[src/rtl/cmare_pkg.sv]
// ----------------------------------------------------------------------------
// cmare_pkg
// Shared types, widths and codes of the chord-modifier and axis-repeat engine.
// ----------------------------------------------------------------------------
package cmare_pkg;

	localparam int DEF_NUM_BUTTONS = 32;
	localparam int DEF_NUM_AXES    = 32;

	localparam int CH_W     = 5;
	localparam int DISP_W   = 16;
	localparam int MASK_W   = 32;
	localparam int SENS_W   = 16;
	localparam int MAG_W    = 15;
	localparam int PERIOD_W = 20;
	localparam int CFG_IDX_W = 2;

	localparam logic [CH_W-1:0] HAT_FIRST = 5'd16;
	localparam logic [CH_W-1:0] HAT_LAST  = 5'd23;
	localparam logic [MAG_W-1:0] FULL_SCALE = 15'h7FFF;
	localparam int Q12_SHIFT = 12;

	localparam logic [CFG_IDX_W-1:0] REG_TIMING_MODE       = 2'd0;
	localparam logic [CFG_IDX_W-1:0] REG_SPLIT_DIRECTION   = 2'd1;
	localparam logic [CFG_IDX_W-1:0] REG_STICK_SENSITIVITY = 2'd2;
	localparam logic [CFG_IDX_W-1:0] REG_HAT_SENSITIVITY   = 2'd3;

	localparam logic [SENS_W-1:0] SENS_RESET = 16'd4096;

	typedef enum logic [1:0] {
		OP_BUTTON = 2'd0,
		OP_AXIS   = 2'd1,
		OP_TICK   = 2'd2
	} op_t;

	typedef enum logic [2:0] {
		K_DOWN    = 3'd0,
		K_UP      = 3'd1,
		K_RELEASE = 3'd2,
		K_PREV    = 3'd3,
		K_CENTER  = 3'd4,
		K_NEXT    = 3'd5,
		K_PLAIN   = 3'd6
	} kind_t;

	typedef enum logic [2:0] {
		ST_IDLE,
		ST_EXEC,
		ST_DIV,
		ST_WALK,
		ST_FLUSH
	} state_t;

endpackage

[src/rtl/cmare_divider.sv]
// ----------------------------------------------------------------------------
// cmare_divider
// Restoring radix-2 divider, one quotient bit per cycle; result holds until
// the next start.
// ----------------------------------------------------------------------------
module cmare_divider
	import cmare_pkg::*;
(
	input  logic                clk,
	input  logic                arst_n,
	input  logic                start,
	input  logic [PERIOD_W-1:0] dividend,
	input  logic [MAG_W-1:0]    divisor,
	output logic                busy,
	output logic [PERIOD_W-1:0] quotient
);

	localparam int CNT_W = $clog2(PERIOD_W + 1);

	logic             busy_q;
	logic [CNT_W-1:0] cnt_q;
	logic [MAG_W-1:0] rem_q;
	logic [MAG_W-1:0] div_q;
	logic [PERIOD_W-1:0] quo_q;

	logic [MAG_W:0] shifted;
	logic [MAG_W:0] trial;
	logic           fits;

	assign shifted = {rem_q, quo_q[PERIOD_W-1]};
	assign trial   = shifted - {1'b0, div_q};
	assign fits    = shifted >= {1'b0, div_q};

	always_ff @(posedge clk or negedge arst_n) begin
		if (!arst_n) begin
			busy_q <= 1'b0;
			cnt_q  <= '0;
		end else if (start) begin
			busy_q <= 1'b1;
			cnt_q  <= CNT_W'(PERIOD_W);
		end else if (busy_q) begin
			cnt_q <= cnt_q - CNT_W'(1);
			if (cnt_q == CNT_W'(1)) begin
				busy_q <= 1'b0;
			end
		end
	end

	always_ff @(posedge clk) begin
		if (start) begin
			rem_q <= '0;
			div_q <= divisor;
			quo_q <= dividend;
		end else if (busy_q) begin
			rem_q <= fits ? trial[MAG_W-1:0] : shifted[MAG_W-1:0];
			quo_q <= {quo_q[PERIOD_W-2:0], fits};
		end
	end

	assign busy     = busy_q;
	assign quotient = quo_q;

endmodule

[src/rtl/chord_modifier_axis_repeat_engine.sv]
// Flow: a button or untimed axis request is executed in EXEC and its result
// loaded into the output register; a timed axis request with nonzero displacement
// first waits in DIV for the 20-step serial divider; a tick walks one axis a cycle
// in WALK unless a held output stalls it, and gives its last result, if any, from FLUSH.
// Requests are taken one at a time, only while the sequencer is idle.
// Reset clears the held and used button masks, repeat periods, countdowns and stored actions at once.
// ----------------------------------------------------------------------------
// chord_modifier_axis_repeat_engine
// Button chord tracking and axis repeat engine: sequencer, per-axis repeat
// state, shared period divider and output register.
// ----------------------------------------------------------------------------
module chord_modifier_axis_repeat_engine
	import cmare_pkg::*;
#(
	parameter int NUM_BUTTONS = DEF_NUM_BUTTONS,
	parameter int NUM_AXES    = DEF_NUM_AXES
)(
	input  logic                     clk,
	input  logic                     arst_n,

	input  logic                     cfg_valid,
	output logic                     cfg_ready,
	input  logic [CFG_IDX_W-1:0]     cfg_index,
	input  logic [SENS_W-1:0]        cfg_data,

	input  logic                     in_valid,
	output logic                     in_ready,
	input  logic [1:0]               operation,
	input  logic [CH_W-1:0]          channel,
	input  logic signed [DISP_W-1:0] displacement,

	output logic                     out_valid,
	input  logic                     out_ready,
	output logic [2:0]               kind,
	output logic [CH_W-1:0]          channel_out,
	output logic [MASK_W-1:0]        modifier_mask,
	output logic signed [DISP_W-1:0] amount,
	output logic                     has_amount,
	output logic                     last
);

	localparam int AXIS_IDX_W = $clog2(NUM_AXES);

	state_t state_q, state_d;

	logic              timing_q, split_q;
	logic [SENS_W-1:0] stick_sens_q, hat_sens_q;

	logic [1:0]               op_q;
	logic [CH_W-1:0]          ch_q;
	logic signed [DISP_W-1:0] disp_q;

	logic [MASK_W-1:0] held_q, held_d, used_q, used_d;

	logic [PERIOD_W-1:0] period_q [NUM_AXES];
	logic [PERIOD_W-1:0] cd_q     [NUM_AXES];
	kind_t               action_q [NUM_AXES];

	logic [AXIS_IDX_W-1:0] idx_q, idx_d;
	logic                  pend_valid_q, pend_valid_d;
	kind_t                 pend_kind_q, pend_kind_d;
	logic [CH_W-1:0]       pend_ch_q, pend_ch_d;

	logic                     out_valid_q;
	kind_t                    out_kind_q;
	logic [CH_W-1:0]          out_ch_q;
	logic [MASK_W-1:0]        out_mask_q;
	logic signed [DISP_W-1:0] out_amt_q;
	logic                     out_has_q;
	logic                     out_last_q;

	logic                     ld_out;
	kind_t                    ld_kind;
	logic [CH_W-1:0]          ld_ch;
	logic [MASK_W-1:0]        ld_mask;
	logic signed [DISP_W-1:0] ld_amt;
	logic                     ld_has;
	logic                     ld_last;
	logic                     out_free;

	logic                  wr_en;
	logic [AXIS_IDX_W-1:0] wr_addr;
	logic [PERIOD_W-1:0]   wr_period, wr_cd;
	kind_t                 wr_action;

	logic [AXIS_IDX_W-1:0] rd_addr;
	logic [PERIOD_W-1:0]   rd_period, rd_cd, cd_dec;
	kind_t                 rd_action;

	logic                btn_ok, axis_ok;
	logic [MASK_W-1:0]   btn_bit;
	logic                disp_neg, disp_zero;
	logic [DISP_W-1:0]   mag_full;
	logic [MAG_W-1:0]    mag;
	kind_t               axis_kind;
	logic                axis_has;
	logic signed [DISP_W-1:0] axis_amt;
	logic [SENS_W-1:0]   sens;
	logic [SENS_W+MAG_W-1:0] numer;

	logic                div_start, div_busy;
	logic [PERIOD_W-1:0] div_quot;

	cmare_divider u_div (
		.clk      (clk),
		.arst_n   (arst_n),
		.start    (div_start),
		.dividend (PERIOD_W'(numer[SENS_W+MAG_W-1:Q12_SHIFT])),
		.divisor  (mag),
		.busy     (div_busy),
		.quotient (div_quot)
	);

	assign cfg_ready = 1'b1;

	always_ff @(posedge clk or negedge arst_n) begin
		if (!arst_n) begin
			timing_q     <= 1'b1;
			split_q      <= 1'b1;
			stick_sens_q <= SENS_RESET;
			hat_sens_q   <= SENS_RESET;
		end else if (cfg_valid) begin
			unique case (cfg_index)
				REG_TIMING_MODE:       timing_q     <= cfg_data[0];
				REG_SPLIT_DIRECTION:   split_q      <= cfg_data[0];
				REG_STICK_SENSITIVITY: stick_sens_q <= cfg_data;
				REG_HAT_SENSITIVITY:   hat_sens_q   <= cfg_data;
			endcase
		end
	end

	assign in_ready = (state_q == ST_IDLE);

	always_ff @(posedge clk) begin
		if (in_valid && in_ready) begin
			op_q   <= operation;
			ch_q   <= channel;
			disp_q <= displacement;
		end
	end

	assign btn_ok  = int'(ch_q) < NUM_BUTTONS;
	assign axis_ok = int'(ch_q) < NUM_AXES;
	assign btn_bit = MASK_W'(1) << ch_q;

	assign disp_neg  = disp_q[DISP_W-1];
	assign disp_zero = (disp_q == '0);
	assign mag_full  = disp_neg ? (~disp_q + DISP_W'(1)) : disp_q;
	assign mag       = mag_full[DISP_W-1] ? FULL_SCALE : mag_full[MAG_W-1:0];

	always_comb begin
		if (!split_q) begin
			axis_kind = K_PLAIN;
		end else if (disp_zero) begin
			axis_kind = K_CENTER;
		end else if (disp_neg) begin
			axis_kind = K_PREV;
		end else begin
			axis_kind = K_NEXT;
		end
	end

	assign axis_has = !(split_q && disp_zero);
	assign axis_amt = (split_q && disp_neg) ? signed'({1'b0, mag}) : disp_q;
	assign sens     = (ch_q >= HAT_FIRST && ch_q <= HAT_LAST) ? hat_sens_q : stick_sens_q;
	assign numer    = {sens, MAG_W'(0)} - (SENS_W+MAG_W)'(sens);

	assign rd_addr   = (state_q == ST_WALK) ? idx_q : ch_q[AXIS_IDX_W-1:0];
	assign rd_period = period_q[rd_addr];
	assign rd_cd     = cd_q[rd_addr];
	assign rd_action = action_q[rd_addr];
	assign cd_dec    = rd_cd - PERIOD_W'(1);

	assign out_free = !out_valid_q || out_ready;

	always_ff @(posedge clk or negedge arst_n) begin
		if (!arst_n) begin
			state_q      <= ST_IDLE;
			held_q       <= '0;
			used_q       <= '0;
			idx_q        <= '0;
			pend_valid_q <= 1'b0;
		end else begin
			state_q      <= state_d;
			held_q       <= held_d;
			used_q       <= used_d;
			idx_q        <= idx_d;
			pend_valid_q <= pend_valid_d;
		end
	end

	always_ff @(posedge clk) begin
		pend_kind_q <= pend_kind_d;
		pend_ch_q   <= pend_ch_d;
	end

	always_comb begin
		state_d      = state_q;
		held_d       = held_q;
		used_d       = used_q;
		idx_d        = idx_q;
		pend_valid_d = pend_valid_q;
		pend_kind_d  = pend_kind_q;
		pend_ch_d    = pend_ch_q;
		ld_out       = 1'b0;
		ld_kind      = axis_kind;
		ld_ch        = ch_q;
		ld_mask      = held_q;
		ld_amt       = '0;
		ld_has       = 1'b0;
		ld_last      = 1'b1;
		wr_en        = 1'b0;
		wr_addr      = ch_q[AXIS_IDX_W-1:0];
		wr_period    = '0;
		wr_cd        = '0;
		wr_action    = axis_kind;
		div_start    = 1'b0;

		unique case (state_q)
			ST_IDLE: begin
				if (in_valid) begin
					state_d = ST_EXEC;
				end
			end
			ST_EXEC: begin
				unique case (op_q)
					OP_BUTTON: begin
						if (!btn_ok) begin
							state_d = ST_IDLE;
						end else if (out_free) begin
							ld_out  = 1'b1;
							state_d = ST_IDLE;
							if (!disp_zero) begin
								ld_kind = K_DOWN;
								used_d  = used_q | held_q;
								held_d  = held_q | btn_bit;
							end else begin
								ld_kind = ((used_q & btn_bit) != '0) ? K_RELEASE : K_UP;
								used_d  = used_q & ~btn_bit;
								held_d  = held_q & ~btn_bit;
								ld_mask = held_q & ~btn_bit;
							end
						end
					end
					OP_AXIS: begin
						if (!axis_ok) begin
							state_d = ST_IDLE;
						end else if (timing_q && mag != '0) begin
							div_start = 1'b1;
							state_d   = ST_DIV;
						end else if (out_free) begin
							ld_out  = 1'b1;
							used_d  = used_q | held_q;
							state_d = ST_IDLE;
							if (timing_q) begin
								wr_en = 1'b1;
							end else begin
								ld_has = axis_has;
								ld_amt = axis_has ? axis_amt : '0;
							end
						end
					end
					OP_TICK: begin
						idx_d        = '0;
						pend_valid_d = 1'b0;
						state_d      = ST_WALK;
					end
					default: begin
						state_d = ST_IDLE;
					end
				endcase
			end
			ST_DIV: begin
				if (!div_busy && (rd_period != '0 || out_free)) begin
					ld_out    = (rd_period == '0);
					wr_en     = 1'b1;
					wr_period = div_quot;
					wr_cd     = div_quot;
					used_d    = used_q | held_q;
					state_d   = ST_IDLE;
				end
			end
			ST_WALK: begin
				wr_addr   = idx_q;
				wr_period = rd_period;
				wr_action = rd_action;
				if (!(rd_period != '0 && cd_dec == '0 && pend_valid_q && !out_free)) begin
					if (rd_period != '0) begin
						wr_en = 1'b1;
						if (cd_dec == '0) begin
							wr_cd        = rd_period;
							ld_out       = pend_valid_q;
							ld_kind      = pend_kind_q;
							ld_ch        = pend_ch_q;
							ld_last      = 1'b0;
							pend_valid_d = 1'b1;
							pend_kind_d  = rd_action;
							pend_ch_d    = CH_W'(idx_q);
							used_d       = used_q | held_q;
						end else begin
							wr_cd = cd_dec;
						end
					end
					if (idx_q == AXIS_IDX_W'(NUM_AXES - 1)) begin
						state_d = ST_FLUSH;
					end else begin
						idx_d = idx_q + AXIS_IDX_W'(1);
					end
				end
			end
			ST_FLUSH: begin
				if (!pend_valid_q) begin
					state_d = ST_IDLE;
				end else if (out_free) begin
					ld_out       = 1'b1;
					ld_kind      = pend_kind_q;
					ld_ch        = pend_ch_q;
					pend_valid_d = 1'b0;
					state_d      = ST_IDLE;
				end
			end
			default: begin
				state_d = ST_IDLE;
			end
		endcase
	end

	always_ff @(posedge clk or negedge arst_n) begin
		if (!arst_n) begin
			for (int i = 0; i < NUM_AXES; i++) begin
				period_q[i] <= '0;
				cd_q[i]     <= '0;
				action_q[i] <= K_PLAIN;
			end
		end else if (wr_en) begin
			period_q[wr_addr] <= wr_period;
			cd_q[wr_addr]     <= wr_cd;
			action_q[wr_addr] <= wr_action;
		end
	end

	always_ff @(posedge clk or negedge arst_n) begin
		if (!arst_n) begin
			out_valid_q <= 1'b0;
		end else if (ld_out) begin
			out_valid_q <= 1'b1;
		end else if (out_ready) begin
			out_valid_q <= 1'b0;
		end
	end

	always_ff @(posedge clk) begin
		if (ld_out) begin
			out_kind_q <= ld_kind;
			out_ch_q   <= ld_ch;
			out_mask_q <= ld_mask;
			out_amt_q  <= ld_amt;
			out_has_q  <= ld_has;
			out_last_q <= ld_last;
		end
	end

	assign out_valid     = out_valid_q;
	assign kind          = out_kind_q;
	assign channel_out   = out_ch_q;
	assign modifier_mask = out_mask_q;
	assign amount        = out_amt_q;
	assign has_amount    = out_has_q;
	assign last          = out_last_q;

endmodule

[config.mk]
export PLATFORM = sky130hd
export DESIGN_NAME = chord_modifier_axis_repeat_engine
export DESIGN_NICKNAME = d
export VERILOG_FILES = /design/src/rtl/cmare_pkg.sv /design/src/rtl/cmare_divider.sv /design/src/rtl/chord_modifier_axis_repeat_engine.sv
export SDC_FILE = /design/constraint.sdc
export NUM_CORES = 2
export LEC_CHECK = 0
export ABC_AREA = 1
export BUFFER_PORTS_ARGS = -buffer_cell sky130_fd_sc_hd__buf_2
export CAP_MARGIN = 5
export CORE_UTILIZATION = 45
export CTS_CLUSTER_SIZE = 30
export DETAILED_ROUTE_END_ITERATION = 8
export GPL_TIMING_DRIVEN = 0
export PLACE_DENSITY_LB_ADDON = 0.05
export SYNTH_ARGS = -nofsm -noshare
export SYNTH_HDL_FRONTEND = slang
export SYNTH_SLANG_ARGS = --single-unit
[constraint.sdc]
create_clock -name clk -period 7.7 [get_ports clk]
set_clock_uncertainty 0.15 [all_clocks]
set_input_delay 0.385 -clock clk [delete_from_list [all_inputs] [get_ports clk]]
set_output_delay 0.385 -clock clk [all_outputs]
set_load 0.005 [all_outputs]
==> flow_summary.json <==
{
  "status": "finished with violations",
  "violations": "capacitance limit, slew limit, setup timing",
  "cts_max_path_buffers": 3,
  "cp.required_ns": 8.33,
  "yosys-top-cells-count": "nand2_1 (5989), dfrtp_1 (1422), a22oi_1 (385), nand3_1 (319), nor2_1 (310)",
  "grtUsageTotal_pct": 40.1,
  "drive_gt1_share_pct": 9.37,
  "netlist.area_leader.share_pct": 44.1,
  "drv_cap": 1,
  "core_area_mm2": 0.177,
  "yosysMostFrequentCell": "nand2_1",
  "crit_path_end_kind": "flip-flop",
  "synthesis.area_mm2": 0.0806,
  "hold_viol_final": 0,
  "htree_levels": 4,
  "wl_met2_um": 154000,
  "max_freq_mhz": 126,
  "rows": 154,
  "start_util_pct": 45.5,
  "synth_area_leaders": "dfrtp_1 (44%), nand2_1 (28%), edfxtp_1 (4.6%)",
  "wl_met3_um": 41100,
  "period_share_pct": 103,
  "top_layer_used": "met5",
  "drv_slew": 11,
  "antenna_found_initial": 16,
  "grt_pass1_wl_um": 517000,
  "wl_met1_um": 145000,
  "dieArea_mm2": 0.181,
  "fin_crit_ns": 7.91,
  "postCtsSetupRepairBufs": 0,
  "power_mw": 31.6,
  "routed_wl_um": 367000,
  "post_drt_wl_per_cell_um": 27.4,
  "setup_viol_count_final": 462,
  "final_nets": 10900,
  "fp.dieW_um": 425,
  "hold_ws_ns": 0.0313,
  "final_area_mm2": 0.0911,
  "synth_nets": 10600,
  "ys.flop_type": "dfrtp_1",
  "io_buffers": 105,
  "first_iter_violations": 11300,
  "dr.pass1.iters": 6,
  "async_reset_ff_share_pct": 91.5,
  "crit_arrival_ns": 8.54,
  "synth_edf_count": 123,
  "dieHeight_um": 425,
  "ys_warn_count": 0,
  "synthCells": 10500,
  "syn_to_final_growth_pct": 13.1,
  "p_leak_nw": 48.7,
  "viasPerCell": 5.74,
  "postRouteAntennaNets": 0,
  "path_class": "flip-flop to flip-flop",
  "rsz0062_at_grt": "no",
  "cts-buffers-inserted": 184,
  "placed_area_mm2": 0.0845,
  "synth_seq_area_share_pct": 51.3,
  "clockRootBuffer": "clkbuf_16",
  "vias": 76600,
  "rrSetupSlack_ns": -0.21,
  "drc_errors": 0,
  "setup_ws_ns": -0.208,
  "slew_headroom_pct": -4.21,
  "clkSlewWorstSetupHoldPaths_ns": 0.06,
  "grt_start_max_net_pins": 165,
  "dp_slack_ns": -0.626,
  "clock_latency_ns": 0.88,
  "crit_path_max_fanout": 10,
  "startpoint": "state_q[2]",
  "fin_tns_setup_ns": -35.28,
  "ys_types": 69,
  "hpwl_um": 247000,
  "irDropWorstVdd_mv": 0.252,
  "worstSetupStartpointType": "flip-flop",
  "num_io_pins": 107,
  "gpl.final_weighted_congestion": 0.996,
  "powerDensity_mw_per_mm2": 347,
  "worstMarginPinSlew_ns": 1.56,
  "cts_tree": "done",
  "r2r_start": "state_q[2]",
  "hold_path_class": "input pin to async pin",
  "yosysTopAreaCell": "dfrtp_1",
  "overflow": 0,
  "syn_avg_cell_area_um2": 7.68,
  "cts_sinks": 1629,
  "grt_pass1_vias": 71100,
  "synth-seq-cells": 1629
}
layout by cell type, fill, tap and decap left out, types with 17 or more instances in the layout:
cell / n
buf_6: 125
dfrtp_1: 1422
clkbuf_1: 295
nand2_8: 30
o22ai_1: 49
inv_2: 21
a21oi_4: 30
ha_1: 23
buf_1: 52
nor3_1: 29
a21oi_1: 207
xor2_1: 28
clkinv_2: 25
nor2_1: 309
dfstp_2: 68
clkbuf_16: 188
nand3_1: 319
buf_4: 17
dlygate4sd3_1: 47
or2_1: 54
clkbuf_2: 18
clkbuf_8: 52
or2_2: 33
inv_1: 286
edfxtp_1: 123
buf_2: 337
a22oi_1: 385
nand2_1: 5985
o21ai_0: 192
o21ai_1: 19
nand4_1: 38
final timing paths:
path,to,cells past startpoint
worst max-delay path,cd_q[511],24
worst min-delay path,action_q[24],3
worst max register to register,cd_q[511],24
worst min register to register,action_q[25],2
max in group asynchronous,hat_sens_q[11],7
min in group clk,disp_q[11],2
cell families after synthesis:
| group | share of synthesized area (%) |
|---|---|
| AO/OA/AOI/OAI | 7.74 |
| XOR/XNOR | 0.369 |
| adder cells (fa/ha/maj) | 0.382 |
| buffers and inverters | 6.34 |
| flip-flops | 51.3 |
| multiplexers | 0.0373 |
| other | 0.00465 |
| AND/OR/NAND/NOR | 33.8 |
critical path: stages (launching register included):
cell and delay (ns):
dfrtp_1 0.45, inv_2 0.12, nand3_4 0.15, nand2_2 0.28, nand2_2 0.17, buf_4 0.24, nor2_1 0.65, buf_2 0.50
buf_1 1.08, a22oi_1 0.23, a21oi_1 0.43, or2_1 0.24, nor2_1 0.07, nand2_1 0.26, nor2_1 0.07, nand3_1 0.08
nor2_1 0.10, nand4_1 0.15, nand3_1 0.20, nand2_1 0.26, inv_2 0.14, a21oi_2 0.54, buf_1 0.93, nand2_1 0.15
nand2_1 0.10
per-stage QoR:
stage	util, %	std cells
floorplan	-	10500
global placement	47.5	12900
detailed placement	47.7	13000
CTS	51.4	13300
global route	51.5	13300
finish	51.5	13400
where the power goes:
group / switching [mW] / internal [mW]
clock: 3.86 / 5.17
combinational: 8.46 / 2.63
sequential: 1.00 / 10.5
total: 13.3 / 18.3
flip-flops by register name (all words and copies together), names as in the netlist, 2 cells and up, named ones only:
| name | flops |
|---|---|
| action_q | 96 |
| amount | 16 |
| cd_q | 640 |
| ch_q | 5 |
| channel_out | 5 |
| disp_q | 16 |
| hat_sens_q | 16 |
| idx_q | 5 |
| kind | 3 |
| modifier_mask | 32 |
| op_q | 2 |
| pend_ch_q | 5 |
| pend_kind_q | 3 |
| period_q | 640 |
| state_q | 3 |
| stick_sens_q | 16 |
| u_div.cnt_q | 5 |
| u_div.div_q | 15 |
| u_div.quotient | 20 |
| u_div.rem_q | 15 |
| used_q | 32 |
what timing repair did:
item | 4_1_cts | 5_1_grt
setup endpoints to repair | 1413 | 303
gates resized for setup | 9 | 30
cloned | 0 | 0
endpoints found under the hold margin | 419 | 0
hold buffers | 48 | 0
area by class of cell:
class,count,area [um^2]
Multi-Input combinational cell,7861,34200
Antenna cell,7,17.5
Sequential cell,1629,41400
Tap cell,2340,2930
Clock inverter,50,465
Inverter,312,1170
Clock buffer,287,5600
Timing Repair Buffer,174,1450
Buffer,695,3980
Fill cell,17300,85900
routing by layer:
| layer | up-vias | track usage, % |
|---|---|---|
| met5 | - | 0 |
| met4 | 4 | 25.0 |
| met1 | 37200 | 53.7 |
| met3 | 1048 | 10.4 |
| li1 | 33700 | - |
| met2 | 4637 | 57.7 |
No activity file was read; power rests on OpenSTA's default activity.
